File: src/design/btmx_pkg.sv
// Shared types and constants of the binary trie maximum-XOR block.
// Used by btmx_ctrl, btmx_dp and binary_trie_max_xor; depends on nothing.
package btmx_pkg;

    // Trie geometry
    localparam int KEY_BITS      = 32;
    localparam int NODE_CAPACITY = 131072;
    localparam int NODE_W        = $clog2(NODE_CAPACITY);
    localparam int LEVEL_W       = (KEY_BITS > 2) ? $clog2(KEY_BITS) : 1;

    // Stream field widths
    localparam int KIND_W   = 2;
    localparam int KEY_IN_W = 32;
    localparam int STATUS_W = 3;
    localparam int OUT_W    = 32;

    typedef logic [NODE_W-1:0]   t_node;
    typedef logic [2*NODE_W-1:0] t_row;    // {link for bit one, link for bit zero}
    typedef logic [KIND_W-1:0]   t_kind;

    // Item kinds; every other code runs as a query
    localparam t_kind KIND_CLEAR  = 2'd0;
    localparam t_kind KIND_INSERT = 2'd1;

    typedef enum logic [STATUS_W-1:0] {
        ST_QUERY_OK = 3'd0,
        ST_INSERTED = 3'd1,
        ST_FULL     = 3'd2,
        ST_CLEARED  = 3'd3,
        ST_EMPTY    = 3'd4
    } t_status;

    typedef enum logic [2:0] {
        S_IDLE,
        S_DECODE,
        S_IWALK,
        S_ICHECK,
        S_APAR,
        S_ANEW,
        S_QWALK,
        S_RESULT
    } t_state;

    // Commands from the controller to the datapath
    typedef struct packed {
        logic    load;
        logic    clear;
        logic    iwalk;
        logic    qwalk;
        logic    apar;
        logic    anew;
        logic    set_status;
        t_status status;
        logic    emit;
    } t_cmd;

    // Status from the datapath to the controller
    typedef struct packed {
        t_kind kind;
        logic  empty;
        logic  link_miss;
        logic  at_leaf;
        logic  full;
        logic  out_free;
    } t_stat;

endpackage

File: src/design/btmx_ctrl.sv
// Sequencer of the trie block: accepts one item, steps the walk and allocation
// phases and hands the result to the output register. Depends on btmx_pkg.
module btmx_ctrl import btmx_pkg::*; (
    input  logic  i_clk,
    input  logic  i_rst_n,
    input  logic  i_in_valid,
    output logic  o_in_ready,
    input  t_stat i_stat,
    output t_cmd  o_cmd
);

    t_state r_state;
    t_state n_state;

    // State register
    always_ff @(posedge i_clk) begin
        if (!i_rst_n) begin
            r_state <= S_IDLE;
        end else begin
            r_state <= n_state;
        end
    end

    // Next state and commands
    always_comb begin
        n_state    = r_state;
        o_cmd      = '0;
        o_cmd.status = ST_QUERY_OK;
        o_in_ready = 1'b0;
        unique case (r_state)
            S_IDLE: begin
                o_in_ready = 1'b1;
                if (i_in_valid) begin
                    o_cmd.load = 1'b1;
                    n_state    = S_DECODE;
                end
            end
            S_DECODE: begin
                unique case (i_stat.kind)
                    KIND_CLEAR: begin
                        o_cmd.clear      = 1'b1;
                        o_cmd.set_status = 1'b1;
                        o_cmd.status     = ST_CLEARED;
                        n_state          = S_RESULT;
                    end
                    KIND_INSERT: begin
                        n_state = S_IWALK;
                    end
                    default: begin
                        if (i_stat.empty) begin
                            o_cmd.set_status = 1'b1;
                            o_cmd.status     = ST_EMPTY;
                            n_state          = S_RESULT;
                        end else begin
                            n_state = S_QWALK;
                        end
                    end
                endcase
            end
            S_IWALK: begin
                o_cmd.iwalk = 1'b1;
                if (i_stat.link_miss) begin
                    n_state = S_ICHECK;
                end else if (i_stat.at_leaf) begin
                    o_cmd.set_status = 1'b1;
                    o_cmd.status     = ST_INSERTED;
                    n_state          = S_RESULT;
                end
            end
            S_ICHECK: begin
                if (i_stat.full) begin
                    o_cmd.set_status = 1'b1;
                    o_cmd.status     = ST_FULL;
                    n_state          = S_RESULT;
                end else begin
                    n_state = S_APAR;
                end
            end
            S_APAR: begin
                o_cmd.apar = 1'b1;
                n_state    = S_ANEW;
            end
            S_ANEW: begin
                o_cmd.anew = 1'b1;
                if (i_stat.at_leaf) begin
                    o_cmd.set_status = 1'b1;
                    o_cmd.status     = ST_INSERTED;
                    n_state          = S_RESULT;
                end
            end
            S_QWALK: begin
                o_cmd.qwalk = 1'b1;
                if (i_stat.at_leaf) begin
                    o_cmd.set_status = 1'b1;
                    o_cmd.status     = ST_QUERY_OK;
                    n_state          = S_RESULT;
                end
            end
            S_RESULT: begin
                if (i_stat.out_free) begin
                    o_cmd.emit = 1'b1;
                    n_state    = S_IDLE;
                end
            end
            default: begin
                n_state = S_IDLE;
            end
        endcase
    end

endmodule

File: config.mk
export PLATFORM = sky130hd
export DESIGN_NAME = btmx_ctrl
export DESIGN_NICKNAME = d
export VERILOG_FILES = /design/src/design/btmx_pkg.sv /design/src/design/btmx_ctrl.sv
export SDC_FILE = /design/constraint.sdc
export NUM_CORES = 1
export LEC_CHECK = 0
export ABC_AREA = 0
export BUFFER_PORTS_ARGS = -buffer_cell sky130_fd_sc_hd__buf_4
export CAP_MARGIN = 20
export CORE_AREA = 2 2 39 41
export DETAILED_ROUTE_END_ITERATION = 8
export DIE_AREA = 0 0 41 43
export PLACE_DENSITY_LB_ADDON = 0.25
export SYNTH_ARGS = -nofsm -noshare
export SYNTH_HDL_FRONTEND = slang
export SYNTH_SLANG_ARGS = --single-unit
File: constraint.sdc
create_clock -name i_clk -period 1.1 [get_ports i_clk]
set_input_delay 0.055 -clock i_clk [delete_from_list [all_inputs] [get_ports i_clk]]
set_output_delay 0.055 -clock i_clk [all_outputs]
set_load 0.05 [all_outputs]
; After elaboration in Yosys (flattened, before gate mapping)
; Index checks and enable logic that the tools add are counted.
; W data, S select, Z words.
[word_totals]
ff_bits = 3
inputBits = 10
out_inout_bits = 12
wordCells = 41
[classes]
eq_ne = 10
muxes = 26
n_reduce_logical = 4
[ops]
columns = cell, n
row1 = $pmux W3 S7, 1
row2 = $mux W4, 5
row3 = $pmux W4 S5, 1
row4 = $eq A3 B3 Y1 const B, 4
row5 = $mux W1, 12
row6 = $mux W3, 4
row7 = $pmux W4 S2, 1
row8 = $eq A3 B2 Y1 const B, 2
row9 = $pmux W3 S2, 1
row10 = $ne A2 B2 Y1 const B, 2
row11 = $eq A3 B1 Y1 const B, 1
row12 = $logic_not A3 Y1, 1
row13 = $eq A2 B1 Y1 const B, 1
row14 = $logic_not A2 Y1, 1
row15 = $mux W2, 1
row16 = $reduce_and A2 Y1, 1
row17 = $reduce_or A2 Y1, 1

; Logic depth before layout (Yosys ltp)
; Gate-level depths: netlist of run 1.
[logic_depth]
ltp_word = 3
depth_mapped = 4
depth_no_buf = 3

; Worst setup path after synthesis of run 1
; Ideal clock, no wire load.
[synth_path]
path_kind = register to output
startpoint = register r_state[2]
endpoint = output o_cmd[1] in the netlist's numbering
t_arrival_ps = 2252
required_time_ps = 1045
setup_slack_ps = -1207
stages_incl_launch_ff = 5
path_buffers = 1
path_cell_list = dfxtp_1 -> buf_6 -> nor3b_1 -> nand3_1 -> o31ai_1
[synth_rtl]
columns = item, line_no
row1 = "start, declared", btmx_ctrl.sv:12  ; t_state r_state;
row2 = "start signal, assigned", btmx_ctrl.sv:20  ; r_state <= n_state;
row3 = "end, declared", btmx_ctrl.sv:9  ; output t_cmd o_cmd

==> out/qor_table.md, run 1 <==
| Result | Reported |
|:---|:---|
| Result of the run | finished, violations left |
| Failing checks | negative setup slack |
| Commonest register cell after synthesis | sky130_fd_sc_hd__dfxtp_1 |
| First-pass GRT wire length | 2428 um |
| Leakage power | 0.4374 nW |
| Overall overflow remaining after global route | 0 |
| TritonCTS clock tree | built |
| Maximum achievable frequency | 688.8 MHz |
| Syn nets | 62 |
| Count of final max-slew check failures | 0 |
| Final Hold Fails | 0 |
| Startpoint of the most critical hold path | i_in_valid |
| Relative slew slack | 78.17% |
| Maximum clock skew at final layout | 6.335 ps |
| Maximum number of pins on one net before global-route repair | 9 |
| Proportion of synthesized chip area in sequential cells | 16.67% |
| Total Routing Usage GR | 20.44% |
| RSZ-0062 raised after global routing | yes |
| Endpoint kind of the worst setup timing path | output port |
| Clock input transition at the sequential cells of the worst setup and hold paths | 40 ps |
| Simple-gate area share of the yosys netlist | 38.89% |
| Library cell with the highest instance count after synthesis | sky130_fd_sc_hd__inv_1 |
| Met3 usage | 7.853% |
| Post-synthesis area per instance | 6.930 um^2 |
| Die height | 43 um |
| Start of the worst register-to-register path | r_state[0] |
| Total power after layout | 1.425 mW |
| DRC viols | 0 |
| Post-layout util | 70.98% |
| Length in cells of the worst reg-to-reg path | 4 |
| Ranking of synthesized cells by area | sky130_fd_sc_hd__dfxtp_1 (17%), sky130_fd_sc_hd__inv_1 (7.3%), sky130_fd_sc_hd__nor3_1 (5.6%) |
| Ant. Diodes | 0 |
| Core Footprint | 1384 um^2 |
| Top cells by instance count after synthesis | sky130_fd_sc_hd__inv_1 (7), sky130_fd_sc_hd__nand2_1 (4), sky130_fd_sc_hd__nor3_1 (4) |
| Max IR drop VDD | 878.1 uV |
| Wire length per cell after detailed routing | 13.73 um |
| Layout-stage area growth over the synthesis result | 172.6% |
| Number of warnings issued by yosys | 0 |
| Synthesized netlist cell count | 52 |
| Data arrival time of the worst path | 1400 ps |
| Required time of the critical path | 1040 ps |
| Post-synth top area cell | sky130_fd_sc_hd__dfxtp_1 |
| Register ranked first by flip-flop count | r_state |
| Hold_buf cts | 0 |
| DRT antenna net count | 0 |
| Post-route setup slack | -351.8 ps |
| FF+latch count, synth | 3 |
| GR Layer Usage met2 | 31.25% |
| Synth Area in XOR/XNOR | 0% |
| Power density relative to cell area | 1451 nW/um^2 |
| Clk Latency, worst-skew pair | 240 ps |
| Synth Area in Adders | 0% |
| Number of flip-flops in the largest register | 3 |
| Critical register-to-register path endpoint | r_state[0] |
| Mapped Area | 360.3 um^2 |
| Bufs on Longest Clock Path | 2 |
| Number of synthesized flops with an enable pin | 0 |
| Synth async-reset ratio | 0% |
| Worst reg-to-reg setup slack | -240 ps |
| Registers with the highest flip-flop counts | r_state (3) |
| I/O Buffers | 21 |
| Chip Width | 41 um |
| Number of failing setup endpoints in the final timing report | 14 |
| Setup Crit Path Kind | reg2out |
| Depth of the CTS H-tree | 1 |
| Std-Cell Rows | 14 |
| Most crowded layer after global routing | met2 |
| Global placement routability congestion | 0.7518 |
| Fraction of post-synthesis cell area in the top cell type by area | 16.67% |
| Library cell used as clock root buffer | sky130_fd_sc_hd__clkbuf_4 |
| Worst setup path startpoint | r_state[0] |
| Initial antenna violation count | 0 |
| DR vias/cell | 4.973 |
| Final critical path time including I/O delays and setup | 1452 ps |
| Compound-cell area share of the yosys netlist | 30.56% |
| Max-capacitance violation count | 0 |
| Worst Tran Pin Value | 326.4 ps |
| Met1 Track Usage GR | 25.56% |
| Number of global-route vias before repair | 557 |
| Detailed router's first-iteration violation count | 9 |
| DIE AREA | 1763 um^2 |
| Share of final-layout standard cells stronger than drive strength 1 | 77.32% |
| Post-detail-place hpwl | 989.7 um |
| Combinational family with the most area after synthesis | simple AND/OR/NAND/NOR gates |
| Distinct cell type count of the synthesized netlist | 30 |
| Drt total wl | 1551 um |
| Number of CTS-inserted buffers | 3 |
| Mux share of post-synthesis cell area | 0% |
| Via count | 562 |
| Termination of the worst setup path | o_cmd[4] |
| Effective utilization at floorplan | 26.04% |
| Number of ports placed on the die boundary | 22 |
| Post-layout net count | 108 |
| Clock sinks | 3 |
| Path category of the worst min-delay check | in2reg |
| Startpoint types | flop |
| Critical-path maximum fanout | 3 |
| Post-route clock period utilization | 132.0% |
| Total iterations of the first detailed-routing run | 3 |
## area by class of cell
cell class | instances | area (um^2)
multi-input combinational | 39 | 419.2
fill | 105 | 401.6
clock buffer | 4 | 26.28
timing repair buffer | 44 | 424.2
inverter | 7 | 26.28
sequential | 3 | 66.31
tap | 16 | 20.02
## metal layers
metal	vias up	part of all wire (%)
met3	2	4.4
li1	278	-
met5	-	0
met4	0	1.2
met2	14	53
met1	268	41
## cells by family (layout without fill, tap and decap cells)
logic type | count (synthesis) | count (layout)
buf+inv | 10 | 55
flops | 3 | 3
simple gates | 24 | 24
compound gates | 15 | 15
## layout by cell type (no fill, tap or decap), drive strengths merged, types with 2 or more instances in the layout
master | netlist | layout
a31oi | 2 | 2
nor2 | 3 | 3
and2b | 2 | 2
inv | 7 | 7
nand2b | 2 | 2
o21ai | 2 | 2
buf | 3 | 44
or2 | 2 | 2
o31ai | 2 | 2
a21oi | 3 | 3
nand2 | 4 | 4
nor3 | 5 | 5
clkbuf | 0 | 4
dfxtp | 3 | 3
## critical path: stages (launching register included)
cell	delay, ps
sky130_fd_sc_hd__dfxtp_2	330
sky130_fd_sc_hd__or2b_4	260
sky130_fd_sc_hd__a311o_1	320
sky130_fd_sc_hd__o21ai_4	80
sky130_fd_sc_hd__buf_6	170
## through the flow
stage | instance area (um^2) | setup TNS, ps | worst slack, ps | instances | hold slack [ps]
5_1_grt | 982.2 | -3456 | -384.7 | 113 | 92.27
6_report | 982.2 | -2855 | -351.8 | 113 | 92.97
3_5_place_dp | 737.0 | -663.4 | -167.8 | 100 | 352.1
4_1_cts | 932.1 | -2689 | -361.4 | 110 | 87.91
3_3_place_gp | 737.0 | -531.6 | -149.5 | 100 | 359.0
2_1_floorplan | 491.7 | -944.1 | -273.4 | 52 | 208.9
## report_power, final
group	internal, mW	switching, mW
Clock	0.136	0.0647
Sequential	0.136	0.0290
Combinational	0.505	0.554
## how the worst min path moves through the flow
stage / to / slack (ps) / depth (start not counted)
floorplan: r_state[0] / 210 / 2
global placement: r_state[0] / 360 / 3
detailed placement: r_state[0] / 350 / 3
CTS: r_state[0] / 90 / 3
global route: r_state[0] / 90 / 3
finish: r_state[0] / 90 / 3
## repair_timing
item | in CTS | in global routing
pin swaps | 9 | 8
resized for setup | 32 | 9
endpoints found under the setup margin | 13 | 15
buffers inserted | 6 | 4
Note: power is estimated with default switching activity, not from simulation.
==> inputs of run 2 (changes only) <==
- ABC_CLOCK_PERIOD_IN_PS: not set -> 1100
- CORE_AREA: 2 2 39 41 -> 5 5 42 44
- DIE_AREA: 0 0 41 43 -> 0 0 47 49
- GPL_TIMING_DRIVEN: not set -> 0
==> out/qor_table.md, run 2 (same netlist as run 1, synthesis figures left out) <==
| Result | Reported | Delta |
|:---|:---|:---|
| Result of the run | finished, violations left | unchanged |
| Failing checks | negative setup slack | unchanged |
| Effective utilization at floorplan | 25.71% | was 26.04% |
| Core Footprint | 1401 um^2 | was 1384 um^2 |
| Instance count along the most critical hold path | 3 | unchanged |
| GR Layer Usage met2 | 21.72% | was 31.25% |
| Data arrival time of the worst path | 1410 ps | was 1400 ps |
| Total Routing Usage GR | 13.39% | was 20.44% |
| Overall overflow remaining after global route | 0 | unchanged |
| Post-layout net count | 97 | was 108 |
| Number of CTS-inserted buffers | 3 | unchanged |
| Critical-path maximum fanout | 3 | unchanged |
| Met1 Track Usage GR | 16.30% | was 25.56% |
| Length in cells of the worst reg-to-reg path | 4 | unchanged |
| Power share of the clock group | 15.3% | was 14.1% |
| Hold_buf cts | 0 | unchanged |
| Relative slew slack | 78.51% | was 78.17% |
| Setup Crit Path Kind | reg2out | unchanged |
| Chip Width | 47 um | was 41 um |
| Switch share | 47.55% | was 45.43% |
| Start of the worst register-to-register path | r_state[2] | was r_state[0] |
| DRC viols | 0 | unchanged |
| Final critical path time including I/O delays and setup | 1468 ps | was 1452 ps |
| Layout-stage area growth over the synthesis result | 145.8% | was 172.6% |
| Detailed router's first-iteration violation count | 0 | was 9 |
| Final cell count without fillers | 102 | was 113 |
| Highest cell delay on the worst timing path | 350 ps | was 330 ps |
| Maximum number of pins on one net before global-route repair | 11 | was 9 |
| Final Hold Fails | 0 | unchanged |
| Net switching power | 626.8 uW | was 647.4 uW |
| Initial antenna violation count | 0 | unchanged |
| Clk Latency, worst-skew pair | 240 ps | about the same |
| Power density relative to cell area | 1488 nW/um^2 | was 1451 nW/um^2 |
| Number of ports placed on the die boundary | 22 | unchanged |
| DR vias/cell | 4.863 | was 4.973 |
| Met3 usage | 1.845% | was 7.853% |
| Maximum clock skew at final layout | 0.1001 ps | was 6.335 ps |
| Path category of the worst min-delay check | in2reg | unchanged |
| Total iterations of the first detailed-routing run | 1 | was 3 |
| Hold EP | r_state[0] | unchanged |
| Total power after layout | 1.318 mW | was 1.425 mW |
| Most crowded layer after global routing | met2 | unchanged |
| First-pass GRT wire length | 2297 um | was 2428 um |
| Startpoint types | flop | unchanged |
| Post-detail-place hpwl | 944 um | was 989.7 um |
| Global placement routability congestion | 0.7795 | was 0.7518 |
| Number of global-route vias before repair | 515 | was 557 |
| Max-capacitance violation count | 0 | unchanged |
| Leakage power | 0.3672 nW | was 0.4374 nW |
| Bufs on Longest Clock Path | 2 | unchanged |
| Via count | 496 | was 562 |
| Filler instances | 118 | was 105 |
| DRT antenna net count | 0 | unchanged |
| Total placed cells including tap cells | 89 | was 100 |
| Leading cell type in the layout, fill and taps excluded | sky130_fd_sc_hd__buf_4 | unchanged |
| Clock sinks | 3 | unchanged |
| Depth of the CTS H-tree | 1 | unchanged |
| Worst reg-to-reg setup slack | -300 ps | was -240 ps |
| Post-route setup slack | -368.1 ps | was -351.8 ps |
| Drt total wl | 1462 um | was 1551 um |
| Max IR drop VDD | 656.6 uV | was 878.1 uV |
| Library cell used as clock root buffer | sky130_fd_sc_hd__clkbuf_4 | unchanged |
| Number of failing setup endpoints in the final timing report | 13 | was 14 |
| Maximum achievable frequency | 681.2 MHz | was 688.8 MHz |
| DIE AREA | 2303 um^2 | was 1763 um^2 |
| Sequential group share of total power | 12.6% | was 11.6% |
| Worst-path cell chain | or2b_4 -> a311o_1 -> o21ai_4 -> buf_6 | unchanged |
| RSZ-0062 raised after global routing | yes | unchanged |
| Endpoint kind of the worst setup timing path | output port | unchanged |
| Wire length per cell after detailed routing | 14.33 um | was 13.73 um |
| Internal power | 691.4 uW | was 777.5 uW |
| Share of final-layout standard cells stronger than drive strength 1 | 73.26% | was 77.32% |
| Part of the power in combinational logic | 72.1% | was 74.3% |
| Ant. Diodes | 0 | unchanged |
| TritonCTS clock tree | built | unchanged |
| Registers with the highest flip-flop counts | r_state (3) | unchanged |
| Count of final max-slew check failures | 0 | unchanged |
| Most frequent cells in the layout | sky130_fd_sc_hd__buf_4 (17), sky130_fd_sc_hd__buf_6 (11), sky130_fd_sc_hd__inv_1 (7), sky130_fd_sc_hd__nor3_4 (5), sky130_fd_sc_hd__buf_8 (5) | was sky130_fd_sc_hd__buf_4 (25), sky130_fd_sc_hd__buf_6 (13), sky130_fd_sc_hd__inv_1 (7), sky130_fd_sc_hd__buf_8 (6), sky130_fd_sc_hd__nor3_4 (5) |
| Std-Cell Rows | 14 | unchanged |
| Worst Tran Pin Value | 321.3 ps | was 326.4 ps |
| Die height | 49 um | was 43 um |
| Number of flip-flops in the largest register | 3 | unchanged |
| Cell type of the slowest stage on the worst timing path | sky130_fd_sc_hd__dfxtp_4 | was sky130_fd_sc_hd__dfxtp_2 |
| Post-route clock period utilization | 133.5% | was 132.0% |
| Required time of the critical path | 1040 ps | about the same |
| Critical register-to-register path endpoint | r_state[0] | unchanged |
| Final TNS setup | -2743 ps | was -2855 ps |
| Worst setup timing slack at the placement stage | -232.4 ps | was -167.8 ps |
| Startpoint of the most critical hold path | i_in_valid | unchanged |
| Register ranked first by flip-flop count | r_state | unchanged |
| Clock input transition at the sequential cells of the worst setup and hold paths | 40 ps | about the same |
| I/O Buffers | 21 | unchanged |
-- run 2: worst max path at each step --
stage,start,endpoint,slack [ps],depth (start not counted)
floorplan,r_state[2],o_cmd[10],-270,3
global placement,r_state[2],o_cmd[4],-230,4
detailed placement,r_state[0],o_cmd[4],-230,4
CTS,r_state[2],o_cmd[4],-410,4
global route,r_state[0],o_cmd[4],-420,4
finish,r_state[2],o_cmd[4],-370,4
-- run 2: metrics by stage --
stage | hold WS, ps | utilization, % | cell area [um^2]
after floorplan | 208.9 | - | 491.7
after global placement | 344.4 | 47.77 | 669.4
after detailed placement | 353.7 | 47.77 | 669.4
after CTS | 93.96 | 59.91 | 839.6
after global routing | 116.8 | 63.21 | 885.9
final | 108.5 | 63.21 | 885.9
-- run 2: layout make-up --
type,instances,area [um^2],share of cell area (%)
buffer,2,22.52,2.542
clock buffer,4,26.28,2.966
inverter,7,26.28,2.966
multi-input combinational,39,417.9,47.18
sequential,3,68.82,7.768
tap,16,20.02,2.260
timing repair buffer,31,304.0,34.32
-- run 2: repair_timing --
action	in CTS	in global routing
buffers inserted	7	3
pin swaps	6	4
gates resized for setup	24	9
hold endpoints to repair	0	0
endpoints found under the setup margin	13	14
-- run 2: critical path, delay by kind of cell (launching register included) --
family / cells / cell delay (ps)
simple gates: 1 / 250
buf+inv: 1 / 170
compound gates: 2 / 410
flops: 1 / 350
-- run 2: per-layer routing --
| layer | vias to the layer above | part of all wire (%) |
|---|---|---|
| li1 | 258 | - |
| met1 | 225 | 42 |
| met2 | 11 | 53 |
| met3 | 2 | 4.1 |
| met4 | 0 | 0.55 |
| met5 | - | 0 |
-- run 2: power by group through the flow --
| stage | sequential (mW) | combinational [mW] | clock, mW |
|---|---|---|---|
| final | 0.167 | 0.950 | 0.201 |
| after global routing | 0.172 | 0.995 | 0.219 |
| after CTS | 0.167 | 0.898 | 0.205 |
| after detailed placement | 0.170 | 0.732 | 0 |
| after global placement | 0.171 | 0.729 | 0 |
| after floorplan | 0.160 | 0.570 | 0 |
